==> config.mk <==
export PLATFORM = sky130hd
export DESIGN_NAME = rkm_ctrl
export DESIGN_NICKNAME = d
export VERILOG_FILES = /design/src/rtl/core/rkm_pkg.sv /design/src/rtl/core/rkm_ctrl.sv
export SDC_FILE = /design/constraint.sdc
export NUM_CORES = 1
export LEC_CHECK = 0
export BUFFER_PORTS_ARGS = -buffer_cell sky130_fd_sc_hd__buf_2
export CORE_UTILIZATION = 45
export CTS_CLUSTER_DIAMETER = 40
export CTS_CLUSTER_SIZE = 40
export DETAILED_ROUTE_END_ITERATION = 8
export PLACE_DENSITY = 0.79
export SLEW_MARGIN = 10
export SYNTH_ARGS = -nofsm -noshare
export SYNTH_HDL_FRONTEND = slang
export SYNTH_SLANG_ARGS = --single-unit
==> constraint.sdc <==
create_clock -name clk -period 3.4 [get_ports clk]
set_input_delay 0.34 -clock clk [delete_from_list [all_inputs] [get_ports clk]]
set_output_delay 0.34 -clock clk [all_outputs]
set_load 0.01 [all_outputs]
==> src/rtl/core/rkm_pkg.sv <==
// shared types, constants and helpers of the maze builder
`default_nettype none

package rkm_pkg;

  localparam int MAX_CELLS = 4096;
  localparam int MAX_SIDE  = 64;
  localparam int CELL_W    = 12;
  localparam int SIDE_W    = 7;
  localparam int STATUS_W  = 3;
  localparam int CELLS_W   = CELL_W + 1;
  localparam int DIV_CNT_W = $clog2(CELL_W);
  localparam int ADDR_W    = 3;
  localparam int DATA_W    = 32;
  localparam logic [SIDE_W-1:0] GRID_RESET = SIDE_W'(8);

  // register indexes on the configuration port
  typedef enum logic [0:0] {
    REG_GRID_WIDTH  = 1'b0,
    REG_GRID_HEIGHT = 1'b1
  } cfg_reg_t;

  // result codes
  typedef enum logic [STATUS_W-1:0] {
    ST_REMOVED      = 3'd0,
    ST_EDGE         = 3'd1,
    ST_WALL_GONE    = 3'd2,
    ST_SAME_SET     = 3'd3,
    ST_OUT_OF_RANGE = 3'd4,
    ST_COMPLETE     = 3'd5
  } status_t;

  // one store word per cell
  typedef struct packed {
    logic [CELL_W-1:0] parent;
    logic              right_wall;
    logic              down_wall;
  } cell_word_t;

  typedef enum logic [1:0] {
    ADDR_CELL,
    ADDR_NB,
    ADDR_WALK
  } addr_sel_t;

  typedef enum logic [1:0] {
    WR_NONE,
    WR_CLEAR,
    WR_CELL,
    WR_ROOT
  } wr_sel_t;

  typedef enum logic [3:0] {
    S_INIT,
    S_IDLE,
    S_CLEAR,
    S_DIV,
    S_CHECK,
    S_RD_CELL,
    S_WALK_A,
    S_WALK_B,
    S_WR_CELL,
    S_WR_ROOT,
    S_FINISH
  } state_t;

  typedef struct packed {
    logic      load;
    logic      clear_step;
    logic      div_step;
    logic      set_cur;
    logic      walk;
    logic      start_b;
    logic      cap_cell;
    logic      cap_rb;
    logic      inc_count;
    logic      status_wr;
    status_t   status_code;
    addr_sel_t addr_sel;
    wr_sel_t   wr_sel;
    logic      out_load;
  } dp_cmd_t;

  typedef struct packed {
    logic    new_maze;
    logic    clr_last;
    logic    div_last;
    logic    early_hit;
    status_t early_code;
    logic    wall_gone;
    logic    root_hit;
    logic    same_set;
    logic    out_free;
  } dp_sts_t;

  // side register value forced into 1..MAX_SIDE
  function automatic logic [SIDE_W-1:0] clamp_side(input logic [SIDE_W-1:0] v);
    logic [SIDE_W-1:0] r;
    r = v;
    if (v == '0) r = SIDE_W'(1);
    else if (v > SIDE_W'(MAX_SIDE)) r = SIDE_W'(MAX_SIDE);
    return r;
  endfunction

endpackage

`default_nettype wire

==> src/rtl/core/rkm_ctrl.sv <==
// controller: sequences clear, divide, check, two root walks and the join
`default_nettype none

module rkm_ctrl (
  input  logic             clk,
  input  logic             rst_n,
  input  logic             in_valid,
  input  logic             in_new_maze,
  output logic             in_ready,
  input  rkm_pkg::dp_sts_t sts,
  output rkm_pkg::dp_cmd_t cmd
);
  import rkm_pkg::*;

  state_t state_r, state_nxt;

  always_ff @(posedge clk) begin
    if (!rst_n) state_r <= S_INIT;
    else        state_r <= state_nxt;
  end

  assign in_ready = state_r == S_IDLE;

  // next state and commands
  always_comb begin
    state_nxt       = state_r;
    cmd             = '0;
    cmd.status_code = ST_REMOVED;
    cmd.addr_sel    = ADDR_CELL;
    cmd.wr_sel      = WR_NONE;
    case (state_r)
      S_INIT: begin
        cmd.clear_step = 1'b1;
        cmd.wr_sel     = WR_CLEAR;
        if (sts.clr_last) state_nxt = S_IDLE;
      end
      S_IDLE: begin
        if (in_valid) begin
          cmd.load  = 1'b1;
          state_nxt = in_new_maze ? S_CLEAR : S_DIV;
        end
      end
      S_CLEAR: begin
        cmd.clear_step = 1'b1;
        cmd.wr_sel     = WR_CLEAR;
        if (sts.clr_last) state_nxt = S_DIV;
      end
      S_DIV: begin
        cmd.div_step = 1'b1;
        if (sts.div_last) state_nxt = S_CHECK;
      end
      S_CHECK: begin
        cmd.set_cur  = 1'b1;
        cmd.addr_sel = ADDR_CELL;
        if (sts.early_hit) begin
          cmd.status_wr   = 1'b1;
          cmd.status_code = sts.early_code;
          state_nxt       = S_FINISH;
        end else begin
          state_nxt = S_RD_CELL;
        end
      end
      S_RD_CELL: begin
        cmd.cap_cell = 1'b1;
        if (sts.wall_gone) begin
          cmd.status_wr   = 1'b1;
          cmd.status_code = ST_WALL_GONE;
          state_nxt       = S_FINISH;
        end else if (sts.root_hit) begin
          cmd.start_b  = 1'b1;
          cmd.addr_sel = ADDR_NB;
          state_nxt    = S_WALK_B;
        end else begin
          cmd.walk     = 1'b1;
          cmd.addr_sel = ADDR_WALK;
          state_nxt    = S_WALK_A;
        end
      end
      S_WALK_A: begin
        if (sts.root_hit) begin
          cmd.start_b  = 1'b1;
          cmd.addr_sel = ADDR_NB;
          state_nxt    = S_WALK_B;
        end else begin
          cmd.walk     = 1'b1;
          cmd.addr_sel = ADDR_WALK;
        end
      end
      S_WALK_B: begin
        if (sts.root_hit) begin
          cmd.cap_rb = 1'b1;
          if (sts.same_set) begin
            cmd.status_wr   = 1'b1;
            cmd.status_code = ST_SAME_SET;
            state_nxt       = S_FINISH;
          end else begin
            state_nxt = S_WR_CELL;
          end
        end else begin
          cmd.walk     = 1'b1;
          cmd.addr_sel = ADDR_WALK;
        end
      end
      S_WR_CELL: begin
        cmd.wr_sel = WR_CELL;
        state_nxt  = S_WR_ROOT;
      end
      S_WR_ROOT: begin
        cmd.wr_sel      = WR_ROOT;
        cmd.inc_count   = 1'b1;
        cmd.status_wr   = 1'b1;
        cmd.status_code = ST_REMOVED;
        state_nxt       = S_FINISH;
      end
      S_FINISH: begin
        if (sts.out_free) begin
          cmd.out_load = 1'b1;
          state_nxt    = S_IDLE;
        end
      end
      default: state_nxt = S_INIT;
    endcase
  end

endmodule

`default_nettype wire

# --- After elaboration in Yosys (flattened, before gate mapping) ---
# Cells that the tools add are included.
totals:
  register_bits: 4
  out_inout_bits: 19
  word_cells: 60
classes:
  n_eq_ne: 17
  mux: 38
  reduce_logical: 4
ops:
  columns: ["operator", "n"]
  rows:
  - ["two-way mux 4 bit", 13]
  - ["case mux 4 bit (11 select lines)", 1]
  - ["== test 4 x 3 -> 1 bit, second input constant", 4]
  - ["case mux 4 bit (4 select lines)", 1]
  - ["two-way mux 1 bit", 14]
  - ["inequality test 2 bit, second input constant", 7]
  - ["== test 4 bit, second input constant", 3]
  - ["case mux 2 bit (3 select lines)", 2]
  - ["two-way mux 2 bit", 5]
  - ["== test 4 x 2 -> 1 bit, second input constant", 2]
  - ["AND reduction 7 bit", 1]
  - ["== test 4 x 1 -> 1 bit, second input constant", 1]
  - ["logical NOT 4 bit", 1]
  - ["case mux 1 bit (2 select lines)", 2]
  - ["OR reduction 2 bit", 2]

# --- Depth between registers and ports, before layout ---
# Gate-level depths: netlist of run 1.
depth:
  word_depth: 3
  mapped_depth: 6

# --- Least setup slack after synthesis of run 1 ---
# No wires, ideal clock.
synth_timing:
  path_kind: "flip-flop to output port"
  from: "register state_r[3]"
  to: "output cmd[17] in the netlist's numbering"
  arrival_ps: 1246
  path_slack_ps: 1814
  stages_incl_launch_ff: 5
  cell_sequence: "dfxtp_1 buf_4 clkbuf_1 nor3_1 and2_1"
synth_lines:
  columns: ["element", "line_no", "rtl"]
  rows:
  - ["start: declaration", "rkm_ctrl.sv:15", "state_t state_r, state_nxt;"]
  - ["start signal: assignment", "rkm_ctrl.sv:19", "else state_r <= state_nxt;"]
  - ["end: declaration", "rkm_ctrl.sv:11", "output rkm_pkg::dp_cmd_t cmd"]

==> implementation parameters, run 1 <==
Parameter                              Value

Floorplanning
  Starting Density    50.9%
  Boundary pin count    34
  Die Area    1470 um2
  Die extent in x    38.4 um
  Die height    38.4 um
  Core region area    1170 um2
  Number of placement rows    12

Clock tree
  Number of buffers created by CTS    3
  TritonCTS clock tree    built
  Count of instances resized after the clock tree is built    0
  Clock Tree Buf Depth    2
  Hold-fix buffers at CTS    0
  Worst skew pair latency    0.24 ns
  Post-CTS Setup Inserts    0
  Clock root buffer    sky130_fd_sc_hd__clkbuf_4
  Clock sink total    4
  Worst-path clk slew    0.04 ns
  CTS H-tree lvls    1

Setup path
  CP required    3.06 ns
  Peak fanout along the critical path    17
  Critical Path Slowest Stage Cell    sky130_fd_sc_hd__dfxtp_1
  CP delay by family, top    simple AND/OR/NAND/NOR gates
  Ordered cell list for the critical path    nand2b_1 > nor4b_1 > a22o_1 > buf_2
  Critical Path Source Type    register
  Reg-to-reg critical path endpoint    state_r[0]
  Type of element capturing the critical path    output pin
  R2R depth    4
  Logic depth of the worst setup path including buffers    4
  Start-to-end type of the worst setup path    reg2out
  Startpoint of the worst register-to-register path    state_r[1]
  Flop2flop setup slack    1.50 ns
  Worst path max stage delay    0.63 ns
  CP Data Arrival Time    1.94 ns
  Buffer and inverter count on the worst path    1

Route
  Total number of vias    712
  Average detailed-routed wire length per instance    11.3 um
  Aggregate routed wire length    1440 um
  Number of DRC violations after detailed routing    0
  Number of nets with antenna violations after routing    0
  Avg Vias per Cell    5.61
  Iteration-0 DRC count of the detailed router    16
  Number of optimization iterations in the first detailed-route pass    5

STA
  Count of final setup violators    0
  Tmin final    2.28 ns
  Setup_tns    0 ns
  Endpoints failing hold    0
  Count of pins over their slew limit    0
  Crit share post-route    67.0%
  Max transition margin    46.4%
  Clock skew after layout    0.00123 ns
  Slew @ Worst Pin    0.803 ns
  Setup repair after global routing missed its margin    no
  Maximum clock frequency    439 MHz

Final layout
  Number of fill cells    111
  Sequential Area    80.1 um2
  Top Registers    state_r (4)
  Top register by number of flip-flops    state_r
  Layout-stage area growth over the synthesis result    26.5%
  Commonest cells after routing, fill and taps aside    sky130_fd_sc_hd__buf_2, sky130_fd_sc_hd__nor2_1, sky130_fd_sc_hd__nand2b_1
  Commonest non-fill, non-tap cell in the layout    sky130_fd_sc_hd__buf_2
  Area occupied by multi-input gates    462 um2
  Share of layout cells above drive strength 1    33.6%
  Final Util    64.3%
  Max reg flops    4
  # diodes    0
  Final nets    130

Synthesis
  Yosys synthesis warning count    0
  Post-synthesis sequential area ratio    13.4%
  Synth Cell Area    596 um2
  Distinct cells, synth    39
  Count of mapped cells out of synthesis    85
  Syn_nets    100
  Flip-flop and latch count after synthesis    4
  Mean instance size in the synthesized netlist    7.01 um2

Worst hold path
  Hold Path End    state_r[3]
  Start point of the worst min-delay path    rst_n
  Hold crit path type    in2reg
  Hold Path Depth    3

Global route
  Remaining Overflow, GRT    0
  Antenna violations before repair    0
  Wire length of the first global-routing pass    2420 um
  Via count of the first global-routing pass    565
  Overall global routing resource usage    22.7%
  Maximum number of pins on one net before global-route repair    28

Power
  Leakage power total    0.353 nW
  Worst voltage drop across the vdd grid    0.156 mV
  Tot Pwr    0.000249 W
  Power density over cell area    330 nW/um2

Place
  Half-perimeter wire length after placement    1010 um
  Final RePlAce weighted congestion    0.821
  Quantity of I/O buffers inserted on ports    32

Flow run
  Max capacitance violation total    0

Status
  Status    complete, no violations
-- cell families after synthesis --
| group | Yosys count | synth area share (%) |
|---|---|---|
| and+or+nand+nor | 47 | 45.8 |
| buffers and inverters | 10 | 9.03 |
| muxes | 1 | 2.52 |
| DFF | 4 | 13.4 |
| AOI/OAI and AO/OA | 23 | 29.2 |
-- where the power goes --
group	switching, W	internal (W)	total, W
Combinational	0.0000490	0.0000534	0.000102
Clock	0.0000237	0.0000398	0.0000635
Sequential	0.0000299	0.0000529	0.0000828
Total	0.000103	0.000146	0.000249
-- cells in the mapped netlist (all sizes together) --
| master | number | area, um2 |
|---|---|---|
| nand2b | 8 | 50.1 |
| inv | 3 | 11.3 |
| o311ai | 1 | 8.76 |
| a22o | 1 | 8.76 |
| nand3 | 2 | 10.0 |
| o21ai | 1 | 5.00 |
| nor3 | 6 | 30.0 |
| nand4b | 1 | 8.76 |
| o21a | 1 | 7.51 |
| or2b | 1 | 7.51 |
| o22ai | 1 | 6.26 |
| or4bb | 1 | 11.3 |
| nor2 | 9 | 33.8 |
| a21boi | 1 | 7.51 |
| nor3b | 3 | 22.5 |
| and2 | 2 | 12.5 |
| a21o | 1 | 7.51 |
| mux2 | 1 | 15.0 |
| a21oi | 7 | 35.0 |
| nand2 | 5 | 18.8 |
| nor2b | 1 | 6.26 |
| nand3b | 2 | 15.0 |
| and4 | 1 | 8.76 |
| buf | 6 | 38.8 |
| a211oi | 2 | 15.0 |
| or4 | 1 | 7.51 |
| clkbuf | 1 | 3.75 |
| nor4b | 1 | 8.76 |
| or2 | 1 | 6.26 |
| a211o | 1 | 8.76 |
| and3b | 1 | 8.76 |
| nor4 | 1 | 6.26 |
| dfxtp | 4 | 80.1 |
| o32a | 2 | 32.5 |
| a311oi | 1 | 8.76 |
| o211ai | 3 | 22.5 |
-- worst max-delay path by stage --
| stage | slack, ns | start | end |
|---|---|---|---|
| 2_1_floorplan | 1.81 | state_r[3] | cmd[17] |
| 3_3_place_gp | 1.43 | state_r[2] | cmd[5] |
| 3_5_place_dp | 1.41 | state_r[2] | cmd[5] |
| 4_1_cts | 1.14 | state_r[2] | cmd[5] |
| 5_1_grt | 1.01 | state_r[2] | cmd[5] |
| 6_report | 1.12 | state_r[2] | cmd[5] |
-- stage by stage --
step                cell area [um2]  cells  hold WS, ns  setup WS, ns
global placement                731    124        0.616          1.43
detailed placement              731    124        0.634          1.41
CTS                             753    127        0.390          1.14
global route                    753    127        0.418          1.01
finish                          753    127        0.386          1.12
floorplan                       596     85        0.511          1.81
-- worst register-to-register path, cell delays in order, from the launching register on --
cell and delay (ns):
sky130_fd_sc_hd__dfxtp_1 0.83, sky130_fd_sc_hd__mux2_4 0.36, sky130_fd_sc_hd__o32a_4 0.34, sky130_fd_sc_hd__nand2b_1 0.15, sky130_fd_sc_hd__a21oi_1 0.15
-- per-layer routing --
layer / vias to the layer above / share of wire [%] / global-route usage (%)
met5: - / 0 / 0
met1: 312 / 49 / 31.1
li1: 374 / - / -
met2: 23 / 46 / 36.9
met4: 0 / 1.1 / 7.76
met3: 3 / 3.8 / 1.74
-- area by class of cell --
cell class,instances,area share [%]
multi-input combinational,71,61.3
timing repair buffer,32,21.3
sequential,4,10.6
clock buffer,3,2.99
tap,14,2.33
inverter,3,1.50
(Power assumes the default switching activity.)
==> inputs of run 2 (changes only) <==
Settings changed: CORE_UTILIZATION 45 to 38, PLACE_DENSITY 0.79 to 0.7.
Clock period 3.4 ns to 2.09 ns, I/O delays scaled along.
==> implementation parameters, run 2 (synthesized netlist as in run 1, its figures left out) <==
Parameter                              Value

Final layout
  Share of layout cells above drive strength 1    36.2% (+2.6 points)
  Top register by number of flip-flops    state_r
  # diodes    0 (unchanged)
  Summed area of non-filler cells in the final layout    783 um2 (+4.0%)
  Top Registers    state_r (4)
  Layout-stage area growth over the synthesis result    31.5%
  Commonest cells after routing, fill and taps aside    sky130_fd_sc_hd__buf_2, sky130_fd_sc_hd__nor2_1, sky130_fd_sc_hd__nand2b_1
  Final nets    133 (+2.3%)
  Commonest non-fill, non-tap cell in the layout    sky130_fd_sc_hd__buf_2
  Max reg flops    4 (unchanged)

Power
  Leakage power total    0.370 nW (+5.0%)
  Power density over cell area    518 nW/um2 (+57%)
  Fraction of power consumed by the clock network    23.2% (-2.3 points)
  Seq pwr share    26.9% (-6.4 points)
  Combinational group share of total power    49.9% (+8.7 points)
  Net switching share of the total power    39.9% (-1.4 points)
  Design internal power    0.000244 W (+67%)
  Switching power summed over all nets    0.000162 W (+58%)
  Worst voltage drop across the vdd grid    0.317 mV (+100%)

Floorplanning
  Starting Density    43.1% (-7.8 points)
  Die extent in x    41.6 um (+8.4%)
  Boundary pin count    34 (unchanged)
  Number of placement rows    13 (+1)
  Core region area    1380 um2 (+18%)
  Die Area    1730 um2 (+17%)
  Die height    41.6 um (+8.4%)

Global route
  Maximum number of pins on one net before global-route repair    23 (-18%)
  Wire length of the first global-routing pass    2510 um (+4.0%)
  Remaining Overflow, GRT    0 (unchanged)
  Via count of the first global-routing pass    590 (+4.4%)
  Antenna violations before repair    0 (unchanged)
  Overall global routing resource usage    17.7% (-5.0 points)

STA
  Clock skew after layout    0.000326 ns (-0.000908 ns)
  Tmin final    1.89 ns
  Max transition margin    58.2% (+12 points)
  Count of pins over their slew limit    0 (unchanged)
  Setup repair after global routing missed its margin    no
  Endpoints failing hold    0 (unchanged)
  Setup_tns    0 ns (unchanged)
  Maximum clock frequency    529 MHz
  Crit share post-route    90.4%
  Slew @ Worst Pin    0.626 ns (-0.177 ns)
  Count of final setup violators    0 (unchanged)

Setup path
  CP Data Arrival Time    1.68 ns (-0.26 ns)
  Type of element capturing the critical path    output pin
  Peak fanout along the critical path    19 (+2)
  Critical Path Source Type    register
  CP required    1.88 ns (-1.18 ns)
  Start-to-end type of the worst setup path    reg2out

Route
  Number of nets with antenna violations after routing    0 (unchanged)
  Avg Vias per Cell    5.68 (+1.3%)
  Aggregate routed wire length    1530 um (+6.2%)
  Iteration-0 DRC count of the detailed router    23 (+7)
  Number of DRC violations after detailed routing    0 (unchanged)
  Number of optimization iterations in the first detailed-route pass    4 (-1)
  Total number of vias    744 (+4.5%)
  Average detailed-routed wire length per instance    11.6 um (+3.0%)

Place
  Half-perimeter wire length after placement    1130 um (+12%)
  Quantity of I/O buffers inserted on ports    32 (unchanged)
  Final RePlAce weighted congestion    0.820 (about the same)
  Instance area after placement    754 um2 (+3.3%)

Clock tree
  Clock Tree Buf Depth    2 (unchanged)
  Worst-path clk slew    0.04 ns (about the same)
  Worst skew pair latency    0.23 ns (about the same)
  Clock root buffer    sky130_fd_sc_hd__clkbuf_4
  Number of buffers created by CTS    3 (unchanged)
  CTS H-tree lvls    1 (unchanged)
  TritonCTS clock tree    built
  Clock sink total    4 (unchanged)

Worst hold path
  Hold crit path type    in2reg

Status
  Status    complete, no violations

Flow run
  Max capacitance violation total    0 (unchanged)
==> run 2: final cells by class <==
| class | instances | area [um2] |
|---|---|---|
| clock buffer | 3 | 22.5 |
| timing repair buffer | 35 | 183 |
| inverter | 3 | 11.3 |
| multi-input combinational | 71 | 468 |
| tap | 15 | 18.8 |
| fill | 137 | 599 |
| sequential | 4 | 80.1 |
==> run 2: path summary, 6_finish.rpt <==
path	start	endpoint	slack, ns	depth (start not counted)
worst max-delay path	state_r[3]	cmd[8]	0.20	4
worst min-delay path	rst_n	state_r[0]	0.27	3
worst max register to register	state_r[0]	state_r[0]	0.41	4
worst min register to register	state_r[0]	state_r[0]	0.70	2
==> run 2: per-stage QoR <==
| stage | instances | total power (W) | hold slack, ns | util [%] | setup slack [ns] |
|---|---|---|---|---|---|
| 3_5_place_dp | 128 | 0.000311 | 0.499 | 54.6 | 0.359 |
| 6_report | 131 | 0.000406 | 0.266 | 56.7 | 0.201 |
| 3_3_place_gp | 128 | 0.000307 | 0.486 | 54.6 | 0.387 |
| 4_1_cts | 131 | 0.000408 | 0.257 | 56.2 | 0.106 |
| 5_1_grt | 131 | 0.000442 | 0.283 | 56.7 | 0.0178 |
| 2_1_floorplan | 85 | 0.000263 | 0.380 | - | 0.635 |
==> run 2: power groups by stage <==
stage	combinational, W	clock, W	sequential [W]
floorplan	0.000169	0	0.0000942
global placement	0.000198	0	0.000110
detailed placement	0.000201	0	0.000110
CTS	0.000202	0.0000963	0.000109
finish	0.000202	0.0000939	0.000109
global route	0.000224	0.000105	0.000113
==> run 2: what timing repair did <==
action,CTS,global route
resized for setup,0,1
endpoints found under the setup margin,0,1
hold buffers,0,0
buffers inserted,0,0
==> run 2: critical path, stage by stage, from the launching register on <==
cell	delay [ns]
sky130_fd_sc_hd__dfxtp_1	0.49
sky130_fd_sc_hd__or4bb_1	0.61
sky130_fd_sc_hd__a21o_1	0.17
sky130_fd_sc_hd__nand2_1	0.05
sky130_fd_sc_hd__buf_2	0.12
==> run 2: per-layer routing <==
layer,up-vias,wire [um],track usage (%)
met5,-,0,0
met4,0,0,3.87
met3,0,105,3.91
met2,30,715,28.1
met1,333,703,24.2
li1,381,-,-
