## src/rtl/core/rkm_pkg.sv

```systemverilog
// shared types, constants and helpers of the maze builder
`default_nettype none

package rkm_pkg;

  localparam int MAX_CELLS = 4096;
  localparam int MAX_SIDE  = 64;
  localparam int CELL_W    = 12;
  localparam int SIDE_W    = 7;
  localparam int STATUS_W  = 3;
  localparam int CELLS_W   = CELL_W + 1;
  localparam int DIV_CNT_W = $clog2(CELL_W);
  localparam int ADDR_W    = 3;
  localparam int DATA_W    = 32;
  localparam logic [SIDE_W-1:0] GRID_RESET = SIDE_W'(8);

  // register indexes on the configuration port
  typedef enum logic [0:0] {
    REG_GRID_WIDTH  = 1'b0,
    REG_GRID_HEIGHT = 1'b1
  } cfg_reg_t;

  // result codes
  typedef enum logic [STATUS_W-1:0] {
    ST_REMOVED      = 3'd0,
    ST_EDGE         = 3'd1,
    ST_WALL_GONE    = 3'd2,
    ST_SAME_SET     = 3'd3,
    ST_OUT_OF_RANGE = 3'd4,
    ST_COMPLETE     = 3'd5
  } status_t;

  // one store word per cell
  typedef struct packed {
    logic [CELL_W-1:0] parent;
    logic              right_wall;
    logic              down_wall;
  } cell_word_t;

  typedef enum logic [1:0] {
    ADDR_CELL,
    ADDR_NB,
    ADDR_WALK
  } addr_sel_t;

  typedef enum logic [1:0] {
    WR_NONE,
    WR_CLEAR,
    WR_CELL,
    WR_ROOT
  } wr_sel_t;

  typedef enum logic [3:0] {
    S_INIT,
    S_IDLE,
    S_CLEAR,
    S_DIV,
    S_CHECK,
    S_RD_CELL,
    S_WALK_A,
    S_WALK_B,
    S_WR_CELL,
    S_WR_ROOT,
    S_FINISH
  } state_t;

  typedef struct packed {
    logic      load;
    logic      clear_step;
    logic      div_step;
    logic      set_cur;
    logic      walk;
    logic      start_b;
    logic      cap_cell;
    logic      cap_rb;
    logic      inc_count;
    logic      status_wr;
    status_t   status_code;
    addr_sel_t addr_sel;
    wr_sel_t   wr_sel;
    logic      out_load;
  } dp_cmd_t;

  typedef struct packed {
    logic    new_maze;
    logic    clr_last;
    logic    div_last;
    logic    early_hit;
    status_t early_code;
    logic    wall_gone;
    logic    root_hit;
    logic    same_set;
    logic    out_free;
  } dp_sts_t;

  // side register value forced into 1..MAX_SIDE
  function automatic logic [SIDE_W-1:0] clamp_side(input logic [SIDE_W-1:0] v);
    logic [SIDE_W-1:0] r;
    r = v;
    if (v == '0) r = SIDE_W'(1);
    else if (v > SIDE_W'(MAX_SIDE)) r = SIDE_W'(MAX_SIDE);
    return r;
  endfunction

endpackage

`default_nettype wire

```

## src/rtl/core/rkm_cfg.sv

```systemverilog
// grid size registers behind the apb port
`default_nettype none

module rkm_cfg (
  input  logic                       clk,
  input  logic                       rst_n,
  input  logic                       psel,
  input  logic                       penable,
  input  logic                       pwrite,
  input  logic [rkm_pkg::ADDR_W-1:0] paddr,
  input  logic [rkm_pkg::DATA_W-1:0] pwdata,
  output logic [rkm_pkg::DATA_W-1:0] prdata,
  output logic                       pready,
  output logic [rkm_pkg::SIDE_W-1:0] grid_width,
  output logic [rkm_pkg::SIDE_W-1:0] grid_height
);
  import rkm_pkg::*;

  logic [SIDE_W-1:0] grid_width_r, grid_width_nxt;
  logic [SIDE_W-1:0] grid_height_r, grid_height_nxt;
  logic              wr_en;

  assign pready = 1'b1;
  assign wr_en  = psel && penable && pwrite;

  // register write decode
  always_comb begin
    grid_width_nxt  = grid_width_r;
    grid_height_nxt = grid_height_r;
    if (wr_en) begin
      case (paddr[2])
        REG_GRID_WIDTH:  grid_width_nxt  = pwdata[SIDE_W-1:0];
        REG_GRID_HEIGHT: grid_height_nxt = pwdata[SIDE_W-1:0];
        default: ;
      endcase
    end
  end

  always_ff @(posedge clk) begin
    if (!rst_n) begin
      grid_width_r  <= GRID_RESET;
      grid_height_r <= GRID_RESET;
    end else begin
      grid_width_r  <= grid_width_nxt;
      grid_height_r <= grid_height_nxt;
    end
  end

  // read back
  always_comb begin
    case (paddr[2])
      REG_GRID_WIDTH:  prdata = DATA_W'(grid_width_r);
      REG_GRID_HEIGHT: prdata = DATA_W'(grid_height_r);
      default:         prdata = '0;
    endcase
  end

  assign grid_width  = grid_width_r;
  assign grid_height = grid_height_r;

endmodule

`default_nettype wire

```

## config.mk

```make
export PLATFORM = sky130hd
export DESIGN_NAME = rkm_cfg
export DESIGN_NICKNAME = d
export VERILOG_FILES = /design/src/rtl/core/rkm_pkg.sv /design/src/rtl/core/rkm_cfg.sv
export SDC_FILE = /design/constraint.sdc
export NUM_CORES = 1
export LEC_CHECK = 0
export BUFFER_PORTS_ARGS = -buffer_cell sky130_fd_sc_hd__buf_2
export CORE_MARGIN = 5
export CORE_UTILIZATION = 35
export CTS_CLUSTER_SIZE = 10
export DETAILED_ROUTE_END_ITERATION = 7
export PLACE_DENSITY = 0.79
export SETUP_SLACK_MARGIN = 0.1
export SYNTH_ARGS = -nofsm -noshare
export SYNTH_HDL_FRONTEND = slang
export SYNTH_SLANG_ARGS = --single-unit
```

## constraint.sdc

```tcl
create_clock -name clk -period 1.2 [get_ports clk]
set_clock_uncertainty 0.05 [all_clocks]
set_input_delay 0.36 -clock clk [delete_from_list [all_inputs] [get_ports clk]]
set_output_delay 0.36 -clock clk [all_outputs]
set_load 0.02 [all_outputs]
```

Yosys cells after proc, flatten, opt, wreduce, memory -nomap -nowiden
Cells that the tools add are included.

Register bits: 14. Input port bits: 40.

Muxes and demuxes: 1. Bitwise gates (word level): 1. Reductions and logical operators: 4.

Operator list (count): 32-bit case mux with 2 select lines (1); 2-bit AND reduction (2); 1-bit logical AND (2); 1-bit inverter (1).

Depth between registers and ports, before layout
Gate-level depths: netlist of run 1.

Depth in word-level cells: 3. Mapped depth: 4. Depth with buffers taken out: 2.

Worst setup path before layout of run 1
No wires, ideal clock.

Path type: input -> output. Start point: input paddr[2] in the netlist's numbering. End point: output prdata[0] in the netlist's numbering. Arrival time: 0.849 ns. Required time: 0.790 ns. Setup slack: -0.059 ns. Cell stages on the path: 2. Path through: buf_6 -> mux2_2.

Cells in the longest elaborated chain, start to end: 2.

Ends and longest elaborated chain: from (decl) (line rkm_cfg.sv:10) `input logic [rkm_pkg::ADDR_W-1:0] paddr,`; 1-bit inverter (no source line); 32-bit case mux with 2 select lines * (line rkm_cfg.sv:51) `case (paddr[2])`; to (decl) (line rkm_cfg.sv:12) `output logic [rkm_pkg::DATA_W-1:0] prdata,`.

Mark *: on every way between the ends. The rest lies on a longest branch, timed or not. The select of a mux whose other input is x is not followed.

Worst setup path in the final report of run 1
Start point: register grid_width_r[3] (netlist: grid_width[3]). End point: output prdata[3] in the netlist's numbering.

Cells in the longest elaborated chain, start to end: 1.

Ends and longest elaborated chain: from (decl) (line rkm_cfg.sv:19) `logic [SIDE_W-1:0] grid_width_r, grid_width_nxt;`; from (signal assigned) (line rkm_cfg.sv:44) `grid_width_r <= grid_width_nxt;`; 32-bit case mux with 2 select lines (line rkm_cfg.sv:51).

No other way between the ends. The select of a mux whose other input is x is not followed.

==> run metrics, run 1 <==
outcome finished with violations; violated checks negative setup slack; vertical extent of the die ~60 microns; initial cell density of the core between 30 and 40%; switching power summed over all nets about 300 uW; cells after synthesis approximately 90; Setup crit end kind primary output; achievable clock frequency between 700 and 800 MHz; horizontal extent of the die ~60 microns; hold buffer count at cts 0; global-route congestion overflow total 0; overall via count from detail_route roughly 690; final core utilization between 50% and 60%; leading cell types in the layout, fill and taps excluded buf_6, conb_1, nand2_1; switching power as a share of total power between 20% and 30%; Cell Count, Final, Fillers Out 168; GRT Util Overall 11.70%; placed cells roughly 160; Critical R2R Capture grid_height[0]; DRT Pass-1 Iters 4; number of buffers added by the clock tree synthesis step 3; die footprint ~3600 sq um; Final ANT Viol Nets 0; number of clock sinks 14; hold slack final 298.5 ps; fraction of layout cells with a size suffix above 1 55.07%; Core Rows 18; number of pins with negative max-slew slack in the final report 0; H-tree Lvls 1; peak supply drop around 0.00038 V; cell types with the largest area share after synthesis dfxtp_1, buf_4, mux2i_1; via count of the first global-routing pass 687; Final Hold Viols 0; layout overhead on the synthesized area 49.35%; Routed WL approximately 2100 microns; pin count of the biggest net entering global routing 10; most area-hungry cell type in the Yosys netlist dfxtp_1; cell at the root of the clock tree clkbuf_4; worst reg-to-reg path cell count 3; worst-case register-to-register setup slack roughly 440 ps; clock period minus final worst setup slack 1426 ps; top-level port count 87; worst min path class input pin to flop; iteration-0 DRC count of the detailed router 12; internal power ~690 uW; mean routed wirelength per cell 12.63 microns; RD Place Congestion 0.6543; kind of launch point of the worst setup path flop; number of buffer cells added on primary ports 33; DRC errors left 0; hpwl dp around 1600 microns; origin of the critical flop-to-flop path grid_height[0]; first-pass GRT wire length slightly above 3000 microns; top fanout value on the critical path 3; period utilization 118.8%; average cell area after synthesis between 9 and 10 sq um; flops & latches, synth 14; commonest non-fill, non-tap cell in the layout buf_6; Req. time, crit path 790 ps; Critical Setup Path Class flop to primary output; crit path setup slack, layout -226.0 ps; reported max-cap violation count 0; post-layout net count 180; TritonCTS clock tree yes; Antenna diodes 0; final setup vio count 16; maximum buffer depth of the clock tree 2; synthesized area approximately 860 sq um; Static Leakage around 0.00068 uW; Seq/Total Area, Yosys approximately a third; Fin Setup TNS -1846 ps; data arrival time at the worst-slack endpoint 1020 ps; setup repair after global routing missed its margin true; worst setup path endpoint prdata[3]; sequential group share of total power between 40% and 50%; core area ~2400 sq um; initial antenna violation count 0; P per Cell Area approximately 770 nW/um^2; fraction of post-synthesis cell area in the top cell type by area around a third; via-per-instance ratio 4.119; library cells used by synthesis 11; clock-pin transition on the worst setup and hold timing paths about 80 ps; Pwr Total ~990 uW; origin of the worst setup path grid_width[3]; clock insertion delay at the later pin of the skew report around 270 ps; count of warnings emitted by yosys 0; clock network fraction of total power between 20% and 30%; Comb power frac between 20% and 30%
[area by class of cell]
cell class	count	area [sq um]
clock buffer	3	22.52
fill	223	1122
multi-input combinational	70	461.7
sequential	14	297.8
tap	30	37.54
timing repair buffer	51	467.9
[cells by family after synthesis]
group	after synthesis	synth area share [%]
buffers and inverters	31	27.43
flip-flops	14	32.51
AND/OR/NAND/NOR	23	13.79
multiplexers	21	25.40
other	2	0.8712
[worst max-delay path, stage by stage (launching register included)]
cell	delay (ps)
dfxtp_2	330
mux2_4	280
buf_6	140
[worst min-delay path by stage]
stage	start	to	slack, ps	depth (start not counted)
floorplan	pwdata[0]	grid_width[0]	470	2
CTS	pwdata[4]	grid_width[4]	290	3
detailed placement	grid_height[4]	grid_height[4]	420	2
finish	pwdata[1]	grid_width[1]	300	3
global route	pwdata[1]	grid_height[1]	300	3
global placement	grid_height[6]	grid_height[6]	400	2
[sequential cells by signal, indices dropped and copies added (netlist names)]
signal / count
grid_height: 7
grid_width: 7
[metal layers]
| metal | global-route usage [%] | routed length [microns] |
|---|---|---|
| met2 | 24.18 | 1286 |
| met5 | 0 | 0 |
| met4 | 4.747 | 0 |
| met1 | 10.38 | 688 |
| met3 | 2.832 | 148 |
[synthesized netlist by cell type, drive strengths merged]
| cell | instances |
|---|---|
| buf | 29 |
| nand2 | 18 |
| dfxtp | 14 |
| mux2i | 14 |
| mux2 | 7 |
| nor2b | 3 |
| clkbuf | 2 |
| conb | 2 |
| and4 | 1 |
| nand4b | 1 |
[stage by stage]
| stage | worst slack [ps] | area, sq um |
|---|---|---|
| after floorplan | -16.32 | 987.2 |
| after detailed placement | -287.5 | 1017 |
| after CTS | -237.1 | 1202 |
| final | -226.0 | 1287 |
| after global routing | -246.3 | 1287 |
| after global placement | -270.8 | 1017 |
[power groups by stage]
stage	sequential [uW]	clock (uW)	combinational [uW]
4_1_cts	486	263	240
3_3_place_gp	492	0	211
3_5_place_dp	493	0	215
6_report	485	250	251
5_1_grt	486	276	269
2_1_floorplan	505	0	207
[repair_timing]
| action | in CTS | in global routing |
|---|---|---|
| setup buffers | 1 | 10 |
| gates cloned | 0 | 0 |
| setup endpoints to repair | 21 | 31 |
| gates resized for setup | 57 | 8 |
No activity file was read; power rests on OpenSTA's default activity.
==> run 2, diff against run 1 <==
- SETUP_SLACK_MARGIN: 0.1 -> default
==> run 2 against run 1 <==
  * The run still ends with negative setup slack left
  * First-iteration DRC count is 58% lower
  * Global-route usage is 0.82 points higher
  * Non-clock buffer count is 6 higher
  * Sequential power hardly changed
  * Critical endpoint is now prdata[0]
  * Clock power is 5% higher
==> run metrics, run 2 (synthesized netlist as in run 1, its figures left out) <==
clock insertion delay at the later pin of the skew report 270 ps (about the same); wire length on met1 712 microns (+3.5%); fraction of layout cells with a size suffix above 1 56.94% (+1.9 points); hold path startpoint pwdata[1]; Static Leakage 0.0007057 uW (+4.4%); pin count of the biggest net entering global routing 10 (unchanged); CP max stage delay 330 ps (about the same); global-route congestion overflow total 0 (unchanged); Core Rows 18 (unchanged); hold buffer count at cts 0 (unchanged); setup repair after global routing missed its margin true; CP cell instances mux2_4 -> buf_6; commonest non-fill, non-tap cell in the layout buf_6; Critical R2R Capture grid_width[4]; Routed WL 2295 microns (+8.2%); clock period minus final worst setup slack 1412 ps (-13.93 ps); Critical path buffers and inverters 1 (unchanged); initial cell density of the core 35.77% (unchanged); overall via count from detail_route 736 (+6.4%); number of clock sinks 14 (unchanged); peak supply drop 0.0003877 V (+3.0%); outcome finished with violations; hpwl dp 1592 microns (unchanged); post-layout net count 186 (+3.3%); Critical Setup Path Class flop to primary output; top fanout value on the critical path 2 (-1); Req. time, crit path 790 ps (about the same); origin of the critical flop-to-flop path grid_width[4]; mean routed wirelength per cell 13.19 microns (+4.4%); P per Cell Area 757.9 nW/um^2 (-0.98%); cell at the root of the clock tree clkbuf_4; kind of launch point of the worst setup path flop; pre-CTS setup slack -287.5 ps (unchanged); number of buffer cells added on primary ports 33 (unchanged); GRT Util Overall 12.52% (+0.82 points); hold path depth 3 (unchanged); period utilization 117.7% (-1.2 points); Antenna diodes 0 (unchanged); maximum buffer depth of the clock tree 2 (unchanged); DRC errors left 0 (unchanged); first-pass GRT wire length 3312 microns (+7.6%); RD Place Congestion 0.6543 (unchanged); horizontal extent of the die 59.63 microns (unchanged); top-level port count 87 (unchanged); layout overhead on the synthesized area 53.27%; leading cell types in the layout, fill and taps excluded buf_6, conb_1, buf_4; data arrival time at the worst-slack endpoint 1000 ps (-20 ps); initial antenna violation count 0 (unchanged); placed cells 155 (unchanged); via-per-instance ratio 4.230 (+2.7%); reported max-cap violation count 0 (unchanged); number of pins with negative max-slew slack in the final report 0 (unchanged); worst reg-to-reg path cell count 4 (+1); via count of the first global-routing pass 748 (+8.9%); multi-input combinational cell area 461.7 sq um (unchanged); total met2 wirelength after detailed routing 1423 microns (+11%); Cell Count, Final, Fillers Out 174 (+3.6%); TritonCTS clock tree yes; DRT Pass-1 Iters 4 (unchanged); Final ANT Viol Nets 0 (unchanged); die footprint 3556 sq um (unchanged); core area 2410 sq um (unchanged); H-tree Lvls 1 (unchanged); met3 wire len 159 microns (+7.4%); violated checks negative setup slack; sequential cell area in the final layout 297.8 sq um (unchanged); Final Hold Viols 0 (unchanged); crit path setup slack, layout -212.1 ps (+13.93 ps); achievable clock frequency 708.2 MHz (+0.99%); number of buffers added by the clock tree synthesis step 3 (unchanged); final setup vio count 18 (+2); Crit-path slowest cell dfxtp_2; vertical extent of the die 59.63 microns (unchanged); Pwr Total 1001 uW (+1.6%); Fill cells 219 (-1.8%); iteration-0 DRC count of the detailed router 5 (-7); Top delay family on crit path flip-flops; Top Layer Used met3; worst-case hold path end point grid_width[1]; worst min path class input pin to flop; clock-pin transition on the worst setup and hold timing paths 80 ps (about the same); Setup crit end kind primary output; hold slack final 297.2 ps (-1.353 ps); worst-case register-to-register setup slack 370 ps (-70 ps)
[run 2: what timing repair did]
action	CTS	global route
setup endpoints to repair	21	21
buffers inserted	12	9
gates resized for setup	57	9
[run 2: report_power, final]
group	internal [uW]	switching [uW]
registers	476	6.75
clock network	116	145
logic	101	156
[run 2: per-stage QoR]
step,setup TNS [ps],utilization (%),area (sq um)
6_report,-2107,54.83,1321
5_1_grt,-2580,54.83,1321
4_1_cts,-2061,52.49,1265
2_1_floorplan,-114.3,-,987.2
3_3_place_gp,-2536,42.21,1017
3_5_place_dp,-3082,42.21,1017
[run 2: worst min-delay path: stages]
cell     delay [ps]
buf_2            90
nand2_1          70
mux2i_1          60
[run 2: how the worst max path moves through the flow]
stage                   from   endpoint  slack (ps)  depth (start not counted)
2_1_floorplan       paddr[2]  prdata[0]         -20                          2
3_3_place_gp        paddr[2]  prdata[5]        -270                          4
3_5_place_dp        paddr[2]  prdata[5]        -290                          4
4_1_cts        grid_width[5]  prdata[5]        -210                          2
5_1_grt        grid_width[3]  prdata[3]        -240                          2
6_report       grid_width[0]  prdata[0]        -210                          2
[run 2: area by class of cell]
type	instances	area share, %
multi-input combinational	70	34.94
tap	30	2.841
sequential	14	22.54
clock buffer	3	1.705
timing repair buffer	57	37.97
[run 2: per-layer routing]
metal	up-vias	track usage (%)
li1	347	-
met1	359	10.95
met2	30	26.37
met3	0	2.832
met4	0	4.747
met5	-	0
==> run 3, diff against run 2 <==
- SKIP_CTS_REPAIR_TIMING: default -> 1
==> run 3 against run 2 <==
  * The run still ends with negative setup slack left
  * Critical endpoint is now prdata[3]
  * Clock-buffer cell count is the same
  * Highest routed layer is now met4
  * Critical path type is now input pin to primary output
  * First-iteration DRC count grew 80%
  * Via count shrank 8.2%
  * Largest cell class is now multi-input gates
==> run metrics, run 3 (synthesized netlist as in run 1, its figures left out) <==
peak supply drop 0.0003727 V (-3.9%); Final ANT Viol Nets 0 (unchanged); Static Leakage 0.0006239 uW (-12%); number of pins with negative max-slew slack in the final report 0 (unchanged); core area 2410 sq um (unchanged); number of buffer cells added on primary ports 33 (unchanged); global-route congestion overflow total 0 (unchanged); pin count of the biggest net entering global routing 10 (unchanged); initial cell density of the core 35.77% (unchanged); pre-CTS setup slack -287.5 ps (unchanged); GRT Util Overall 10.36% (-2.2 points); number of clock sinks 14 (unchanged); multi-input combinational cell area 461.7 sq um (unchanged); number of buffers added by the clock tree synthesis step 3 (unchanged); final core utilization 48.60% (-6.2 points); kind of launch point of the worst setup path input pin; setup repair after global routing missed its margin true; RD Place Congestion 0.6543 (unchanged); initial antenna violation count 0 (unchanged); overall via count from detail_route 676 (-8.2%); mean routed wirelength per cell 12.66 microns (-4.0%); maximum buffer depth of the clock tree 2 (unchanged); horizontal extent of the die 59.63 microns (unchanged); via count of the first global-routing pass 638 (-15%); Core Rows 18 (unchanged); data arrival time at the worst-slack endpoint 1010 ps (about the same); worst min path class input pin to flop; first-pass GRT wire length 2739 microns (-17%); hpwl dp 1592 microns (unchanged); vertical extent of the die 59.63 microns (unchanged); commonest non-fill, non-tap cell in the layout conb_1; Fill cells 232 (+5.9%); clock insertion delay at the later pin of the skew report 270 ps (about the same); reported max-cap violation count 0 (unchanged); Antenna diodes 0 (unchanged); period utilization 118.3% (+0.65 points); outcome finished with violations; crit path setup slack, layout -219.9 ps (-7.773 ps); fraction of layout cells with a size suffix above 1 52.67% (-4.3 points); Critical Setup Path Class input pin to primary output; final setup vio count 10 (-8); die footprint 3556 sq um (unchanged); DRT Pass-1 Iters 4 (unchanged); P per Cell Area 823.7 nW/um^2 (+8.7%); layout overhead on the synthesized area 35.85%; Routed WL 2038 microns (-11%); iteration-0 DRC count of the detailed router 9 (+4); H-tree Lvls 1 (unchanged); DRC errors left 0 (unchanged); TritonCTS clock tree yes; clock-pin transition on the worst setup and hold timing paths 70 ps (about the same); achievable clock frequency 704.3 MHz (-0.55%); top-level port count 87 (unchanged); Setup crit end kind primary output; cell at the root of the clock tree clkbuf_4; leading cell types in the layout, fill and taps excluded conb_1, buf_4, nand2_1; post-layout net count 173 (-7.0%); Final Hold Viols 0 (unchanged); sequential cell area in the final layout 297.8 sq um (unchanged); top fanout value on the critical path 9 (+7); Req. time, crit path 790 ps (about the same); via-per-instance ratio 4.199 (-0.74%); clock period minus final worst setup slack 1420 ps (+7.773 ps); violated checks negative setup slack
-- run 3: cell types whose count changed in the layout (fill, tap and decap cells not counted) --
cell	before	now
buf_6	27	13
buf_4	19	20
-- run 3: final cells by class --
class | count | share of cell area [%]
clock buffers | 3 | 1.923
multi-input cells | 70 | 39.42
flip-flops and latches | 14 | 25.43
well taps | 30 | 3.205
repair buffers | 44 | 30.02
-- run 3: final timing paths --
kind             startpoint  depth (start not counted)              to  slack [ps]
max                paddr[2]                          3       prdata[3]        -220
min               pwdata[4]                          3   grid_width[4]         300
max reg2reg   grid_width[6]                          3   grid_width[6]         480
min reg2reg  grid_height[4]                          2  grid_height[4]         420
-- run 3: critical path, stage by stage --
cell,delay (ps)
buf_4,180
mux2_4,330
buf_6,130
-- run 3: per-layer routing --
metal  up-vias  routed length, microns  global-route usage [%]
met2        38                    1225                   21.22
met5         -                       0                       0
li1        325                       -                       -
met1       311                     638                   9.198
met3         2                     158                   2.397
met4         0                      16                   4.747
-- run 3: per-stage QoR --
step,setup TNS [ps],hold WS [ps],cell area (sq um),total power (uW),std cells
CTS,-2311,299.2,1040,960.9,158
global route,-1901,299.1,1171,1012,161
global placement,-2536,403.9,1017,702.2,155
floorplan,-114.3,471.5,987.2,712.3,115
detailed placement,-3082,424.8,1017,708.4,155
finish,-1600,298.6,1171,964.6,161
-- run 3: power breakdown --
group	switching, uW	internal, uW
Combinational	149	83.4
Sequential	7.94	476
Clock	132	116
